$ cat src/rtl/ufr_pkg.sv
`timescale 1ns / 1ps
// ----------------------------------------------------------------------------
// ufr_pkg
// Types, codes and the byte-wide CRC32 step for the upload frame receiver.
// ----------------------------------------------------------------------------
package ufr_pkg;

   localparam logic [31:0] CRC_POLY  = 32'hEDB88320;
   localparam logic [31:0] MAGIC_CMD = 32'h434D4E44;
   localparam logic [31:0] MAGIC_UPL = 32'h45505542;

   typedef enum logic [3:0] {
      K_PASS       = 4'd0,
      K_NAME       = 4'd1,
      K_PAYLOAD    = 4'd2,
      K_ACK        = 4'd3,
      K_READY      = 4'd4,
      K_OK         = 4'd5,
      K_ERR_CREATE = 4'd6,
      K_ERR_IO     = 4'd7,
      K_ERR_CRC    = 4'd8,
      K_UNSUP      = 4'd9,
      K_DROPPED    = 4'd10,
      K_HANDOFF    = 4'd11
   } kind_type;

   typedef struct packed {
      logic       req_type;
      logic [7:0] byte_value;
      logic       sink_error;
   } req_type_t_type;

   typedef struct packed {
      logic [3:0] kind;
      logic [7:0] out_byte;
      logic       last;
   } rsp_item_type;

   // One result transaction carries up to two items.
   typedef struct packed {
      logic         two;
      rsp_item_type first;
      rsp_item_type second;
   } rsp_pair_type;

   function automatic logic [31:0] crc_byte(input logic [31:0] crc, input logic [7:0] b);
      logic [31:0] c;
      c = ~crc ^ {24'd0, b};
      for (int i = 0; i < 8; i++) begin
         c = (c >> 1) ^ (CRC_POLY & {32{c[0]}});
      end
      return ~c;
   endfunction

endpackage

$ cat src/rtl/upload_frame_receiver_top.sv
`timescale 1ns / 1ps
// ----------------------------------------------------------------------------
// upload_frame_receiver_top
// Frame hunter and upload parser with per-chunk ACK and CRC32 check.
// ----------------------------------------------------------------------------
// channel  ports      dir  content
// req      req_*      in   type, byte, sink error
// rsp      rsp_*      out  kind, byte, last
// csr      csr_* apb  in   chunk_size @0x0, max_name_len @0x4
//
// One input transaction per cycle while req_stall is low; parse and CRC32 step
// are combinational into a two-entry result queue; two results from one input
// leave as two rsp items. Synchronous reset clears parse state and the queue
// and presets the CSRs. req_stall rises only while the result queue is full.
// ----------------------------------------------------------------------------
module upload_frame_receiver_top import ufr_pkg::*; (
   input  logic           clock,
   input  logic           reset,
   input  logic           req_valid,
   output logic           req_stall,
   input  req_type_t_type req_data,
   output logic           rsp_valid,
   input  logic           rsp_stall,
   output rsp_item_type   rsp_data,
   input  logic           csr_psel,
   input  logic           csr_penable,
   input  logic           csr_pwrite,
   input  logic [2:0]     csr_paddr,
   input  logic [31:0]    csr_pwdata,
   output logic [31:0]    csr_prdata,
   output logic           csr_pready
);
   typedef enum logic [2:0] {
      PH_HUNT, PH_OPCODE, PH_NLEN, PH_NAME, PH_PLEN, PH_PAYLOAD, PH_CRC
   } phase_type;

   logic [15:0] chunk_ff, maxn_ff;
   logic [31:0] win_ff, win_in;
   logic [2:0]  fill_ff, fill_in;
   phase_type   ph_ff, ph_in;
   logic [1:0]  idx_ff, idx_in;
   logic [15:0] nrem_ff, nrem_in;
   logic [31:0] prem_ff, prem_in;
   logic [15:0] cfill_ff, cfill_in;
   logic [31:0] crc_ff, crc_in, exp_ff, exp_in;
   logic        wf_ff, wf_in;

   logic         room, acc, push;
   rsp_pair_type pair;
   logic [3:0]   k0, k1;
   logic [7:0]   b0;
   logic [1:0]   n;
   logic [7:0]   b;
   logic [15:0]  nlen;
   logic [31:0]  acc32, prem_dec;
   logic [16:0]  eff, fill_nx;
   logic         wf_nx;

   assign csr_pready = 1'b1;
   assign req_stall  = !room;
   assign acc        = req_valid && room;
   assign b          = req_data.byte_value;
   assign csr_prdata = csr_paddr[2] ? {16'd0, maxn_ff} : {16'd0, chunk_ff};

   always_comb begin
      win_in = win_ff; fill_in = fill_ff; ph_in = ph_ff; idx_in = idx_ff;
      nrem_in = nrem_ff; prem_in = prem_ff; cfill_in = cfill_ff;
      crc_in = crc_ff; exp_in = exp_ff; wf_in = wf_ff;
      n = 2'd0; k0 = K_PASS; k1 = K_PASS; b0 = 8'd0;
      nlen = {b, nrem_ff[7:0]};
      acc32 = 32'd0; prem_dec = prem_ff - 32'd1;
      eff = (chunk_ff == 16'd0) ? 17'h10000 : {1'b0, chunk_ff};
      fill_nx = {1'b0, cfill_ff} + 17'd1;
      wf_nx = wf_ff | req_data.sink_error;
      case (ph_ff)
         PH_OPCODE: begin
            n = 2'd1; ph_in = PH_HUNT; win_in = '0; fill_in = '0; idx_in = '0;
            if (req_data.req_type) k0 = K_DROPPED;
            else if (b == "W") begin
               n = 2'd0; ph_in = PH_NLEN; nrem_in = '0;
            end else if (b == "L" || b == "R" || b == "S" || b == "T" ||
                         b == "A" || b == "N" || b == "K") begin
               k0 = K_HANDOFF; b0 = b;
            end else begin
               k0 = K_UNSUP; b0 = b;
            end
         end
         PH_NLEN, PH_NAME, PH_PLEN: begin
            if (req_data.req_type) begin
               n = 2'd1; k0 = K_DROPPED;
               ph_in = PH_HUNT; win_in = '0; fill_in = '0; idx_in = '0;
            end else if (ph_ff == PH_NLEN) begin
               if (idx_ff == 2'd0) begin
                  nrem_in = {8'd0, b}; idx_in = 2'd1;
               end else begin
                  nrem_in = nlen; idx_in = '0;
                  if (nlen > maxn_ff) begin
                     n = 2'd1; k0 = K_DROPPED;
                     ph_in = PH_HUNT; win_in = '0; fill_in = '0;
                  end else if (nlen == 16'd0) begin
                     ph_in = PH_PLEN; prem_in = '0;
                  end else ph_in = PH_NAME;
               end
            end else if (ph_ff == PH_NAME) begin
               n = 2'd1; k0 = K_NAME; b0 = b;
               nrem_in = nrem_ff - 16'd1;
               if (nrem_in == 16'd0) begin
                  ph_in = PH_PLEN; idx_in = '0; prem_in = '0;
               end
            end else begin
               acc32 = (idx_ff == 2'd0) ? 32'd0 : prem_ff;
               acc32 = acc32 | ({24'd0, b} << {idx_ff, 3'b000});
               prem_in = acc32;
               if (idx_ff != 2'd3) idx_in = idx_ff + 2'd1;
               else begin
                  n = 2'd1; idx_in = '0;
                  if (req_data.sink_error) begin
                     k0 = K_ERR_CREATE;
                     ph_in = PH_HUNT; win_in = '0; fill_in = '0;
                  end else begin
                     k0 = K_READY; crc_in = '0; cfill_in = '0; wf_in = 1'b0;
                     exp_in = '0;
                     ph_in = (acc32 == 32'd0) ? PH_CRC : PH_PAYLOAD;
                  end
               end
            end
         end
         PH_PAYLOAD: begin
            if (req_data.req_type) begin
               n = 2'd1; k0 = K_ERR_IO;
               ph_in = PH_HUNT; win_in = '0; fill_in = '0; idx_in = '0;
            end else begin
               n = 2'd1; k0 = K_PAYLOAD; b0 = b;
               crc_in = crc_byte(crc_ff, b); wf_in = wf_nx; prem_in = prem_dec;
               if (fill_nx >= eff || prem_dec == 32'd0) begin
                  n = 2'd2;
                  if (wf_nx) begin
                     k1 = K_ERR_IO;
                     ph_in = PH_HUNT; win_in = '0; fill_in = '0; idx_in = '0;
                  end else begin
                     k1 = K_ACK; cfill_in = '0;
                     if (prem_dec == 32'd0) begin
                        exp_in = '0; ph_in = PH_CRC; idx_in = '0;
                     end
                  end
               end else cfill_in = fill_nx[15:0];
            end
         end
         PH_CRC: begin
            ph_in = PH_HUNT;
            if (req_data.req_type) begin
               n = 2'd1; k0 = K_ERR_CRC; win_in = '0; fill_in = '0; idx_in = '0;
            end else begin
               ph_in = PH_CRC;
               acc32 = (idx_ff == 2'd0) ? 32'd0 : exp_ff;
               acc32 = acc32 | ({24'd0, b} << {idx_ff, 3'b000});
               exp_in = acc32;
               if (idx_ff != 2'd3) idx_in = idx_ff + 2'd1;
               else begin
                  n = 2'd1; k0 = (acc32 == crc_ff) ? K_OK : K_ERR_CRC;
                  ph_in = PH_HUNT; win_in = '0; fill_in = '0; idx_in = '0;
               end
            end
         end
         default: begin
            ph_in = PH_HUNT;
            if (!req_data.req_type) begin
               win_in = {win_ff[23:0], b};
               if (fill_ff < 3'd4) fill_in = fill_ff + 3'd1;
               if (fill_in >= 3'd4) begin
                  if (win_in == MAGIC_UPL) begin
                     win_in = '0; fill_in = '0; ph_in = PH_NLEN; idx_in = '0;
                     nrem_in = '0;
                  end else if (win_in == MAGIC_CMD) begin
                     win_in = '0; fill_in = '0; ph_in = PH_OPCODE;
                  end else begin
                     n = 2'd1; k0 = K_PASS; b0 = win_in[31:24];
                     win_in = {8'd0, win_in[23:0]}; fill_in = 3'd3;
                  end
               end
            end
         end
      endcase
      pair.two    = n == 2'd2;
      pair.first  = '{kind: k0, out_byte: b0, last: n == 2'd1};
      pair.second = '{kind: k1, out_byte: 8'd0, last: 1'b1};
   end

   assign push = acc && n != 2'd0;

   ufr_out_queue u_queue (
      .clock(clock), .reset(reset), .push(push), .push_data(pair), .room(room),
      .rsp_valid(rsp_valid), .rsp_data(rsp_data), .rsp_stall(rsp_stall)
   );

   always_ff @(posedge clock) begin
      if (reset) begin
         chunk_ff <= 16'd512; maxn_ff <= 16'd255;
         win_ff <= '0; fill_ff <= '0; ph_ff <= PH_HUNT; idx_ff <= '0;
         nrem_ff <= '0; prem_ff <= '0; cfill_ff <= '0; crc_ff <= '0;
         exp_ff <= '0; wf_ff <= 1'b0;
      end else begin
         if (csr_psel && csr_penable && csr_pwrite) begin
            if (csr_paddr == 3'd0) chunk_ff <= csr_pwdata[15:0];
            else if (csr_paddr == 3'd4) maxn_ff <= csr_pwdata[15:0];
         end
         if (acc) begin
            win_ff <= win_in; fill_ff <= fill_in; ph_ff <= ph_in; idx_ff <= idx_in;
            nrem_ff <= nrem_in; prem_ff <= prem_in; cfill_ff <= cfill_in;
            crc_ff <= crc_in; exp_ff <= exp_in; wf_ff <= wf_in;
         end
      end
   end
endmodule

$ cat src/rtl/ufr_out_queue.sv
`timescale 1ns / 1ps
// ----------------------------------------------------------------------------
// ufr_out_queue
// Holds up to two result pairs and serializes them into single items.
// ----------------------------------------------------------------------------
module ufr_out_queue import ufr_pkg::*; (
   input  logic         clock,
   input  logic         reset,
   input  logic         push,
   input  rsp_pair_type push_data,
   output logic         room,
   output logic         rsp_valid,
   output rsp_item_type rsp_data,
   input  logic         rsp_stall
);
   rsp_pair_type slot_ff [2];
   rsp_pair_type slot_in [2];
   logic [1:0] count_ff, count_in;
   logic       half_ff, half_in;
   logic       pop, pop_pair;

   assign rsp_valid = count_ff != 2'd0;
   assign rsp_data  = half_ff ? slot_ff[0].second : slot_ff[0].first;
   assign pop       = rsp_valid && !rsp_stall;
   assign pop_pair  = pop && (half_ff || !slot_ff[0].two);
   // accept only when one slot is sure to be free next cycle
   assign room      = count_ff == 2'd0 || (count_ff == 2'd1) || pop_pair;

   always_comb begin
      slot_in  = slot_ff;
      count_in = count_ff;
      half_in  = half_ff;
      if (pop) half_in = !pop_pair;
      if (pop_pair) begin
         slot_in[0] = slot_ff[1];
         count_in   = count_in - 2'd1;
      end
      if (push) begin
         if (count_in == 2'd0) slot_in[0] = push_data;
         else slot_in[1] = push_data;
         count_in = count_in + 2'd1;
      end
   end

   always_ff @(posedge clock) begin
      slot_ff <= slot_in;
      if (reset) begin
         count_ff <= 2'd0;
         half_ff  <= 1'b0;
      end else begin
         count_ff <= count_in;
         half_ff  <= half_in;
      end
   end
endmodule

$ cat config.mk
export PLATFORM = sky130hd
export DESIGN_NAME = upload_frame_receiver_top
export DESIGN_NICKNAME = d
export VERILOG_FILES = /design/src/rtl/ufr_pkg.sv /design/src/rtl/upload_frame_receiver_top.sv /design/src/rtl/ufr_out_queue.sv
export SDC_FILE = /design/constraint.sdc
export NUM_CORES = 1
export LEC_CHECK = 0
export ABC_CLOCK_PERIOD_IN_PS = 6400
export BUFFER_PORTS_ARGS = -buffer_cell sky130_fd_sc_hd__buf_2
export CAP_MARGIN = 20
export CORE_MARGIN = 2
export CORE_UTILIZATION = 62
export DETAILED_ROUTE_END_ITERATION = 16
export PLACE_DENSITY_LB_ADDON = 0.15
export SETUP_SLACK_MARGIN = 0.5
export SYNTH_ARGS = -nofsm -noshare
export SYNTH_HDL_FRONTEND = slang
export SYNTH_HIERARCHICAL = 1
export SYNTH_SLANG_ARGS = --single-unit
$ cat constraint.sdc
create_clock -name clock -period 6.4 [get_ports clock]
set_input_delay 0.64 -clock clock [delete_from_list [all_inputs] [get_ports clock]]
set_output_delay 0.64 -clock clock [all_outputs]
set_load 0.05 [all_outputs]
# ---- Word level (Yosys, flattened, before mapping)
# Cells that the tools add are included.
dict set report totals {
  reg_bits 241
  output_inout_bits 48
}
dict set report classes {
  addsub 7
  order_cmp 4
  n_eq_ne 52
  n_shift 1
  mux 180
  bitwise 18
  n_reduce_logical 52
}
# operator count
set op_table {}
lappend op_table {{$mux 32} 21}
lappend op_table {{$mux 24} 16}
lappend op_table {{$mux 16} 18}
lappend op_table {{$xor 31x32->32} 8}
lappend op_table {{$pmux 32 s2} 2}
lappend op_table {{$mux 3} 39}
lappend op_table {{$pmux 24 s4} 1}
lappend op_table {{$pmux 32 s3} 1}
lappend op_table {{$mux 27} 3}
lappend op_table {{$mux 8} 10}
lappend op_table {{$eq 32x31->1 const B} 2}
lappend op_table {{$eq 8x7->1 const B} 8}
lappend op_table {{$logic_not 32->1} 2}
lappend op_table {{$not 32->32} 2}
lappend op_table {{$or 32x32->32} 2}
lappend op_table {{$mux 2} 29}
lappend op_table {{$mux 54} 1}
lappend op_table {{$logic_not 16->1} 3}
lappend op_table {{$pmux 16 s3} 1}
lappend op_table {{$mux 4} 9}
lappend op_table {{$eq 32x32->1} 1}
lappend op_table {{$pmux 16 s2} 1}
lappend op_table {{$pmux 8 s4} 1}
lappend op_table {{$shl 8x5->32} 1}
lappend op_table {{other kinds (49)} 132}

# ---- Logic depth before layout (Yosys ltp)
# Gate-level depths: netlist of the first run.
dict set report logic_depth {
  depth_word 13
  depth_mapped 21
  depth_no_buf 19
}

# ---- By module
# The synthesis of the first run kept the hierarchy.
# module n_inst cells_per_inst area_each_um2
set modules_own_cells {}
lappend modules_own_cells {upload_frame_receiver_top 1 1754 13107.6}
lappend modules_own_cells {ufr_out_queue 1 230 2449.8}

# ---- Least setup slack after synthesis of the first run
# Ideal clock, no wire load.
dict set report synth_path {
  path_type {register to register}
  startpoint {reg cfill_ff[4]}
  endpoint {reg, netlist name u_queue/slot_ff[0]}
  setup_ns 0.414
  arrival_ns 5.143
  required_ns 5.986
  path_slack_ns 0.843
  path_stages_with_launch 16
  n_path_buf 1
  synth_period_minus_slack_ns 5.557
  cell_sequence {dfxtp_1 -> and3_1 -> nand3_1 -> or4_1 -> or3_1 -> or3_1 -> nor3_1 -> xor2_1 -> ha_1 -> nand4_1 -> a221oi_1 -> nor2_1 -> a211oi_1 -> o21ba_2 -> buf_2 -> nor2b_1}
}
# item line
set synth_lines {}
lappend synth_lines {{start: declaration} upload_frame_receiver_top.sv:44} ;# logic [15:0] cfill_ff, cfill_in;
lappend synth_lines {{start signal: assignment} upload_frame_receiver_top.sv:209} ;# nrem_ff <= nrem_in; prem_ff <= prem_in; cfill_ff <= cfill_in;

# ---- Final worst setup path of the first run
dict set report layout_path {
  startpoint {reg cfill_ff[4]}
  endpoint {reg u_queue/slot_ff[19] (netlist bit) (enable)}
}
dict set report layout_via {
  elab_chain_cells 9
}
# item line
set layout_rtl {}
lappend layout_rtl {{$add 16x1->17} upload_frame_receiver_top.sv:73} ;# fill_nx = {1'b0, cfill_ff} + 17'd1;
lappend layout_rtl {{$ge 17x17->1} upload_frame_receiver_top.sv:135} ;# if (fill_nx >= eff || prem_dec == 32'd0) begin
lappend layout_rtl {{$logic_or 1x1->1} upload_frame_receiver_top.sv:135}
lappend layout_rtl {{$mux 2} upload_frame_receiver_top.sv:135}
lappend layout_rtl {{$mux 2} upload_frame_receiver_top.sv:129} ;# if (req_data.req_type) begin
lappend layout_rtl {{$pmux 2 s4} upload_frame_receiver_top.sv:75} ;# case (ph_ff)
lappend layout_rtl {{$reduce_bool 2->1} upload_frame_receiver_top.sv:189} ;# assign push = acc && n != 2'd0;
lappend layout_rtl {{$logic_and 1x1->1} upload_frame_receiver_top.sv:189}
lappend layout_rtl {{named net push} upload_frame_receiver_top.sv:48} ;# logic room, acc, push;
lappend layout_rtl {{$reduce_and 2->1 (no line)} --}
lappend layout_rtl {{end signal: assignment} ufr_out_queue.sv:46} ;# slot_ff <= slot_in;
lappend layout_rtl {{end: declaration} ufr_out_queue.sv:16} ;# rsp_pair_type slot_ff [2];
# The timed path passes the listed nets, and every way through them passes these cells.
# A chain may end at the register's enable or synchronous reset.

==> flow_summary.yaml, run 1 <==
power:
  internal_power_mw: 2.87
  power-per-cell-area_nw_per_um2: 240
  p_seq_share_pct: 42.7
  power.share.clock_pct: 41.0
  p_total_mw: 4.04
  sw_frac_of_total_pct: 28.9
  p_comb_share_pct: 16.3
  power.leakage_nw: 6.36
  switchingPower_mw: 1.17
  peakVddDrop_uv: 258
timing:
  setup_viol: 0
  min_period_over_period_pct: 82.6
  fin_skew_ps: 17.3
  setup_ws_ps: 1110
  max_freq_mhz: 189
  period_needed_ps: 5290
  whs_ps: 318
  rsz0062_at_grt: "no"
  final-max-slew-violation-count: 0
  fin_tns_setup_ps: 0
  finalHoldViolCount: 0
  max_slew.worst_pin.slew_ps: 1090
  relSlewSlack_pct: 26.9
setup_path:
  path_buf_inv: 1
  slowest_stage: "or4_1"
  worstPathRequired_ps: 6600
  cp_max_fo: 27
  crit_top_cell: "or3_1"
  critical-path-top-delay-family: "simple AND/OR/NAND/NOR gates"
  crit_chain: "and3_1, nand3_1, or4_1, or3_1, or3_1, nor3_1, xor2_1, ha_1, nand4_1, a221oi_1, nor2_1, a211oi_2, o21ba_2, nor2b_2, buf_4"
  arrival_ps: 5490
  cp-start-kind: "flip-flop"
  crit_path_max_incr_delay_ps: 590
  end_kind: "flip-flop"
  crit_type: "flip-flop to flip-flop"
yosys:
  synth_compound_gate_area_share_pct: 21.2
  yosys_most_used_dff: "dfxtp_1"
  synth-simple-area-share_pct: 22.7
  synth_xor_xnor_area_share_pct: 8.20
  netlist_instances: 1984
  syn_area_per_cell_um2: 7.84
  synth_seq_cells: 250
  synthMuxAreaShare_pct: 3.27
  ys_warn_count: 6
  yosys.area_share.adder_pct: 3.54
  ys_types: 84
  async_flop_share_pct: 0
  synth-seq-area-share_pct: 33.9
  synth_edf_count: 27
  synth_top_family_by_area: "simple AND/OR/NAND/NOR gates"
  synth.cell_area_um2: 15600
clocking:
  cts_buffer_depth: 3
  clk_pin_slew_ps: 60
  clock_latency_ps: 560
  cts.sinks: 250
  cts_tree: "yes"
  postCtsHoldBufs: 0
  cts_buffers: 28
  ctsResizeCount: 0
  post_cts_buffers: 0
  cts_root_buffer: "clkbuf_16"
  htree_levels: 1
detailed_routing:
  drt-total-wl_mm: 44.6
  vias: 14500
  firstDrtPassIters: 6
  drc_errors: 0
  viasPerCell: 6.28
  postRouteAntennaNets: 0
  wl_per_cell_um: 19.2
  drtIter0Drc: 1668
placed_design:
  portBuffers: 66
  place.gp.congestion: 0.985
  dp_slack_ps: 875
  dp_hpwl_mm: 29.5
die:
  row_count: 57
  initial_core_util_pct: 63.6
  num_io_pins: 100
  die-area_um2: 26400
  die-width_um: 162
  fp.dieH_um: 162
  core-area_um2: 24500
job:
  drv_cap: 0
cells_and_area:
  ff_latch_area_um2: 5280
  nNetsFinal: 2066
  n_fill_cell: 2088
  final_common_cell: "dfxtp_1"
  syn2layout_area_growth_pct: 8.40
  multi_input_area_um2: 9340
  layout-drive-gt1-share_pct: 9.44
  n_antenna_cell: 0
  final_cell_mix: "223 x dfxtp_1, 214 x nand2_1, 181 x nor2_1, 137 x o21ai_0, 116 x a21oi_1"
global_routing:
  antenna_found_initial: 0
  grt_pass1_wl_mm: 71.0
  grt_pass1_vias: 13600
  gr-usage-all-layers_pct: 32.9
  overflow: 0
  grt_max_degree: 73
hold_path:
  worstHoldPathType: "primary input to flip-flop"
outcome:
  status: "complete, no violations"
==> per-layer routing <==
layer | vias up | part of all wire [%] | GRT usage [%]
li1 | 6976 | - | -
met1 | 6862 | 43 | 44.0
met2 | 579 | 46 | 54.0
met3 | 124 | 6.9 | 3.72
met4 | 0 | 4.0 | 14.3
met5 | - | 0 | 0
==> sequential cells by signal, summed over array words and instances (netlist names), 16 cells and up <==
register         count
cfill_ff            16
chunk_ff            16
crc_ff              32
exp_ff              32
maxn_ff             16
nrem_ff             16
prem_ff             32
u_queue/slot_ff     54
win_ff              24
==> cells by family after synthesis <==
logic type	after synthesis
multiplexers	49
adder cells (fa/ha/maj)	44
AO/OA/AOI/OAI	514
XOR/XNOR	143
buffers and inverters	258
AND/OR/NAND/NOR	724
flip-flops	250
other	2
==> through the flow <==
step | cell area (µm²) | util [%] | cells
2_1_floorplan | 15700 | - | 2019
3_3_place_gp | 15800 | 64.7 | 2260
3_5_place_dp | 15800 | 64.7 | 2260
4_1_cts | 16800 | 68.6 | 2312
5_1_grt | 16900 | 68.9 | 2316
6_report | 16900 | 68.9 | 2316
==> layout make-up <==
cell class / count / share of cell area, %
Clock inverter: 9 / 0.564
Clock buffer: 43 / 5.09
Timing Repair Buffer: 91 / 3.32
Tap cell: 324 / 2.40
Sequential cell: 250 / 31.3
Inverter: 88 / 1.96
Multi-Input combinational cell: 1511 / 55.4
==> power groups by stage <==
| stage | Sequential (mW) | Clock (mW) | Combinational, mW |
|---|---|---|---|
| 2_1_floorplan | 1.74 | 0 | 0.544 |
| 3_3_place_gp | 1.75 | 0 | 0.640 |
| 3_5_place_dp | 1.76 | 0 | 0.648 |
| 4_1_cts | 1.72 | 1.67 | 0.652 |
| 5_1_grt | 1.73 | 1.74 | 0.704 |
| 6_report | 1.73 | 1.66 | 0.660 |
==> cells in the mapped netlist, drive strengths merged, types with 16 or more instances <==
master / instances / share of area (%)
a21oi: 119 / 3.9
a22oi: 76 / 3.7
a31oi: 39 / 1.6
buf: 48 / 2.0
clkbuf: 122 / 3.0
dfxtp: 223 / 29
edfxtp: 27 / 5.2
ha: 44 / 3.5
inv: 88 / 2.1
mux2i: 34 / 2.2
nand2: 214 / 5.2
nand2b: 42 / 1.7
nand3: 78 / 2.5
nand4: 24 / 0.97
nor2: 184 / 4.5
nor2b: 16 / 0.69
nor3: 42 / 1.4
nor4: 31 / 1.3
o21ai: 141 / 4.5
o2bb2ai: 25 / 1.4
or3: 25 / 1.0
xnor2: 92 / 5.2
xor2: 50 / 2.8
==> worst register-to-register path, cell delays in order (launching register included) <==
cell	delay, ps
dfxtp_1	430
and3_1	180
nand3_1	150
or4_1	590
or3_1	400
or3_1	400
nor3_1	220
xor2_1	140
ha_1	330
nand4_1	120
a221oi_1	440
nor2_1	230
a211oi_2	420
o21ba_2	320
nor2b_2	170
buf_4	360
==> worst paths after layout <==
path                       startpoint                       endpoint  slack, ps  depth (start not counted)
max          cfill_ff[4]$_SDFFE_PP0P_  u_queue/slot_ff[19]$_DFFE_PP_       1110                         15
min                     csr_pwdata[4]        maxn_ff[4]$_SDFFE_PP1P_        320                          2
max reg2reg  cfill_ff[4]$_SDFFE_PP0P_  u_queue/slot_ff[19]$_DFFE_PP_       1110                         15
min reg2reg   exp_ff[28]$_SDFFE_PP0P_        exp_ff[28]$_SDFFE_PP0P_        460                          1
Note: power is estimated with default switching activity, not from simulation.
==> run 2, diff against run 1 <==
ABC_CLOCK_PERIOD_IN_PS = 5500   (was 6400)
clock period = 5.5 ns   (was 6.4 ns; I/O delays follow)
==> flow_summary.yaml, run 2 (same netlist as run 1, synthesis figures left out) <==
outcome:
  status: "complete, no violations"
detailed_routing:
  drtIter0Drc: 1615
  firstDrtPassIters: 5
  wl_per_cell_um: 19.2
  drt-total-wl_mm: 44.6
  vias: 14700
  viasPerCell: 6.34
  postRouteAntennaNets: 0
  drc_errors: 0
die:
  die-area_um2: 26400
  fp.dieH_um: 162
  initial_core_util_pct: 63.6
  row_count: 57
  die-width_um: 162
  core-area_um2: 24500
  num_io_pins: 100
hold_path:
  min-delay-start: "csr_pwdata[4]"
  worstHoldPathType: "primary input to flip-flop"
placed_design:
  portBuffers: 66
  place.gp.congestion: 0.980
  dp_hpwl_mm: 30.1
timing:
  max_slew.worst_pin.slew_ps: 1100
  fin_skew_ps: 16.3
  min_period_over_period_pct: 84.6
  final-max-slew-violation-count: 0
  relSlewSlack_pct: 26.9
  whs_ps: 226
  period_needed_ps: 4650
  finalHoldViolCount: 0
  setup_viol: 0
  fin_tns_setup_ps: 0
  rsz0062_at_grt: "no"
  max_freq_mhz: 215
clocking:
  post_cts_buffers: 0
  cts_buffer_depth: 3
  clock_latency_ps: 550
  htree_levels: 1
  cts_buffers: 28
  cts.sinks: 250
  postCtsHoldBufs: 0
  cts_root_buffer: "clkbuf_16"
  clk_pin_slew_ps: 60
  cts_tree: "yes"
power:
  power.leakage_nw: 6.45
  p_total_mw: 4.86
  peakVddDrop_uv: 309
  power-per-cell-area_nw_per_um2: 285
global_routing:
  grt_max_degree: 76
  grt_pass1_wl_mm: 71.7
  gr-usage-all-layers_pct: 33.3
  grt_pass1_vias: 13600
  overflow: 0
  antenna_found_initial: 0
cells_and_area:
  final_cell_mix: "221 x dfxtp_1, 214 x nand2_1, 180 x nor2_1, 137 x o21ai_0, 115 x a21oi_1"
  regMostFlops: "u_queue/slot_ff"
  layout-drive-gt1-share_pct: 10.2
  syn2layout_area_growth_pct: 9.56
  n_antenna_cell: 0
  largest_reg_flops: 54
  post-route-util_pct: 69.7
  nNetsFinal: 2073
  final_common_cell: "dfxtp_1"
setup_path:
  arrival_ps: 4900
  cp-start-kind: "flip-flop"
  end_kind: "flip-flop"
  cp_max_fo: 27
  cp-startpoint: "cfill_ff[1]$_SDFFE_PP0P_"
  crit_path_max_incr_delay_ps: 560
  critical-path-top-delay-family: "simple AND/OR/NAND/NOR gates"
  path_buf_inv: 2
  slowest_stage: "or4_4"
  crit_chain: "and3_1, nand3_1, or4_4, or3_1, or3_1, xnor2_1, ha_1, nand4_1, nor4_2, o21a_1, o211ai_1, nand2_1, nor2_4, a211oi_1, buf_4, o21ba_2, nor2b_4, buf_12"
  crit_top_cell: "or3_1"
  r2r-start: "cfill_ff[1]$_SDFFE_PP0P_"
  worstPathRequired_ps: 5740
  crit_type: "flip-flop to flip-flop"
job:
  drv_cap: 0
-- run 2: worst reg2reg max path: stages, from the launching register on --
cell      delay [ps]
dfxtp_1          390
and3_1           170
nand3_1          160
or4_4            560
or3_1            400
or3_1            400
xnor2_1          160
ha_1             310
nand4_1          120
nor4_2           170
o21a_1           140
o211ai_1          80
nand2_1          150
nor2_4            70
a211oi_1         220
buf_4            180
o21ba_2          250
nor2b_4          200
buf_12           200
-- run 2: layer usage --
| layer | vias up | track usage, % | routed length, µm |
|---|---|---|---|
| met2 | 600 | 54.8 | 21000 |
| met3 | 137 | 3.87 | 2870 |
| met5 | - | 0 | 0 |
| met4 | 0 | 14.9 | 2020 |
| li1 | 6992 | - | - |
| met1 | 6998 | 44.1 | 18700 |
-- run 2: cell type report --
class	count	area, µm²
Clock inverter	12	186
Multi-Input combinational cell	1511	9400
Inverter	88	330
Clock buffer	40	847
Fill cell	2025	7420
Timing Repair Buffer	98	598
Sequential cell	250	5280
Tap cell	324	405
-- run 2: where the power goes --
part | switching [mW] | internal, mW | total [mW]
combinational | 0.530 | 0.235 | 0.766
sequential | 0.0593 | 1.95 | 2.01
clock | 0.782 | 1.30 | 2.08
total | 1.37 | 3.48 | 4.86
-- run 2: through the flow --
step	instance area, µm²	setup WS, ps	instances
2_1_floorplan	15700	740	2019
3_3_place_gp	15900	585	2269
3_5_place_dp	15900	385	2269
4_1_cts	17000	511	2321
5_1_grt	17000	528	2323
6_report	17000	845	2323
-- run 2: worst paths after layout --
check                           slack (ps)                      endpoint  depth (start not counted)
worst max register to register         850  u_queue/slot_ff[7]$_DFFE_PP_                         18
worst min-delay path                   230       maxn_ff[4]$_SDFFE_PP1P_                          2
worst max-delay path                   850  u_queue/slot_ff[7]$_DFFE_PP_                         18
worst min register to register         460       exp_ff[16]$_SDFFE_PP0P_                          1
-- run 2: timing repair --
item | 4_1_cts | 5_1_grt
pin swaps | 0 | 1
gates resized for setup | 2 | 17
setup endpoints to repair | 41 | 84
==> run 3, diff against run 2 <==
ABC_CLOCK_PERIOD_IN_PS = 4800   (was 5500)
clock period = 4.8 ns   (was 5.5 ns; I/O delays follow)
==> flow_summary.yaml, run 3 (same netlist as run 1, synthesis figures left out) <==
die:
  die-area_um2: 26400
  num_io_pins: 100
  core-area_um2: 24500
  row_count: 57
  fp.dieH_um: 162
  die-width_um: 162
  initial_core_util_pct: 63.6
placed_design:
  portBuffers: 66
  dp_hpwl_mm: 29.5
  place.gp.congestion: 1.03
  dp_slack_ps: 202
detailed_routing:
  wl_per_cell_um: 19.2
  viasPerCell: 6.31
  drt-total-wl_mm: 45.3
  drtIter0Drc: 1754
  postRouteAntennaNets: 0
  drc_errors: 0
  firstDrtPassIters: 7
  vias: 14900
timing:
  setup_viol: 0
  relSlewSlack_pct: 31.7
  min_period_over_period_pct: 89.5
  rsz0062_at_grt: "yes"
  max_slew.worst_pin.slew_ps: 1020
  whs_ps: 143
  setup_ws_ps: 505
  period_needed_ps: 4300
  fin_skew_ps: 21.6
  final-max-slew-violation-count: 0
  max_freq_mhz: 233
  fin_tns_setup_ps: 0
  finalHoldViolCount: 0
setup_path:
  end_kind: "flip-flop"
  crit_path_max_incr_delay_ps: 700
  slowest_stage: "or4_1"
  worstPathRequired_ps: 5070
  crit_chain: "or3_1, or4_1, or4_4, xnor2_2, and4_1, nand4_1, a211oi_4, o21ba_4, nor2b_4, buf_12"
  arrival_ps: 4570
  cp-start-kind: "flip-flop"
  cp_max_fo: 14
  crit_type: "flip-flop to flip-flop"
power:
  power-per-cell-area_nw_per_um2: 321
  p_total_mw: 5.63
  power.leakage_nw: 6.71
  peakVddDrop_uv: 319
cells_and_area:
  final_common_cell: "dfxtp_1"
  ff_latch_area_um2: 5280
  multi_input_area_um2: 9530
  final_cell_mix: "220 x dfxtp_1, 213 x nand2_1, 178 x nor2_1, 137 x o21ai_0, 115 x a21oi_1"
  largest_reg_flops: 54
  nNetsFinal: 2108
  layout-drive-gt1-share_pct: 12.7
  syn2layout_area_growth_pct: 12.9
  n_fill_cell: 1917
  regMostFlops: "u_queue/slot_ff"
clocking:
  clock_latency_ps: 570
  postCtsHoldBufs: 0
  cts_buffers: 28
  cts.sinks: 250
  cts_tree: "yes"
  htree_levels: 1
  clk_pin_slew_ps: 60
  cts_root_buffer: "clkbuf_16"
  cts_buffer_depth: 3
job:
  drv_cap: 0
global_routing:
  grt_pass1_wl_mm: 70.7
  overflow: 0
  grt_pass1_vias: 13500
  antenna_found_initial: 0
  grt_max_degree: 74
  gr-usage-all-layers_pct: 32.7
hold_path:
  worstHoldPathType: "primary input to flip-flop"
outcome:
  status: "complete, no violations"
[run 3: per-stage QoR]
stage	std cells	util [%]	area [µm²]
4_1_cts	2337	70.5	17200
3_3_place_gp	2278	65.7	16100
2_1_floorplan	2019	-	15800
3_5_place_dp	2278	65.7	16100
5_1_grt	2357	71.8	17600
6_report	2358	71.8	17600
[run 3: path summary, 6_finish.rpt]
check / start / slack (ps) / endpoint / cells after the start
max: prem_ff[8]$_SDFFE_PP0P_ / 500 / u_queue/slot_ff[8]$_DFFE_PP_ / 10
min: csr_pwdata[5] / 140 / maxn_ff[5]$_SDFFE_PP1P_ / 2
min reg2reg: exp_ff[15]$_SDFFE_PP0P_ / 460 / exp_ff[15]$_SDFFE_PP0P_ / 1
max reg2reg: prem_ff[8]$_SDFFE_PP0P_ / 500 / u_queue/slot_ff[8]$_DFFE_PP_ / 10
[run 3: final cells by class]
class | count | share of cell area, %
Clock buffer | 33 | 4.33
Timing Repair Buffer | 133 | 5.49
Antenna cell | 1 | 0.0143
Clock inverter | 18 | 1.64
Tap cell | 324 | 2.31
Multi-Input combinational cell | 1511 | 54.2
Inverter | 88 | 1.88
Sequential cell | 250 | 30.1
[run 3: what timing repair did]
action | CTS | global route
pin swaps | 8 | 8
setup buffers | 7 | 12
resized for setup | 13 | 23
gates cloned | 1 | 5
setup endpoints to repair | 98 | 107
[run 3: power by group]
group	switching (mW)	total [mW]	leakage (nW)	internal, mW
Combinational	0.625	0.912	4.12	0.287
Sequential	0.0659	2.30	2.07	2.23
Clock	0.914	2.42	0.520	1.50
Total	1.61	5.63	6.71	4.02
[run 3: layer usage]
| layer | GRT usage, % | wire (µm) | up-vias |
|---|---|---|---|
| met5 | 0 | 0 | - |
| met4 | 11.4 | 1590 | 0 |
| met3 | 3.69 | 3570 | 121 |
| met2 | 53.8 | 21000 | 712 |
| met1 | 44.8 | 19100 | 6968 |
| li1 | - | - | 7071 |
[run 3: worst max-delay path: cells and delay by family (launching register included)]
family          cells  cell delay (ps)
simple gates        6             2650
flops               1              390
compound gates      2              570
buf+inv             1              180
xor+xnor            1              210
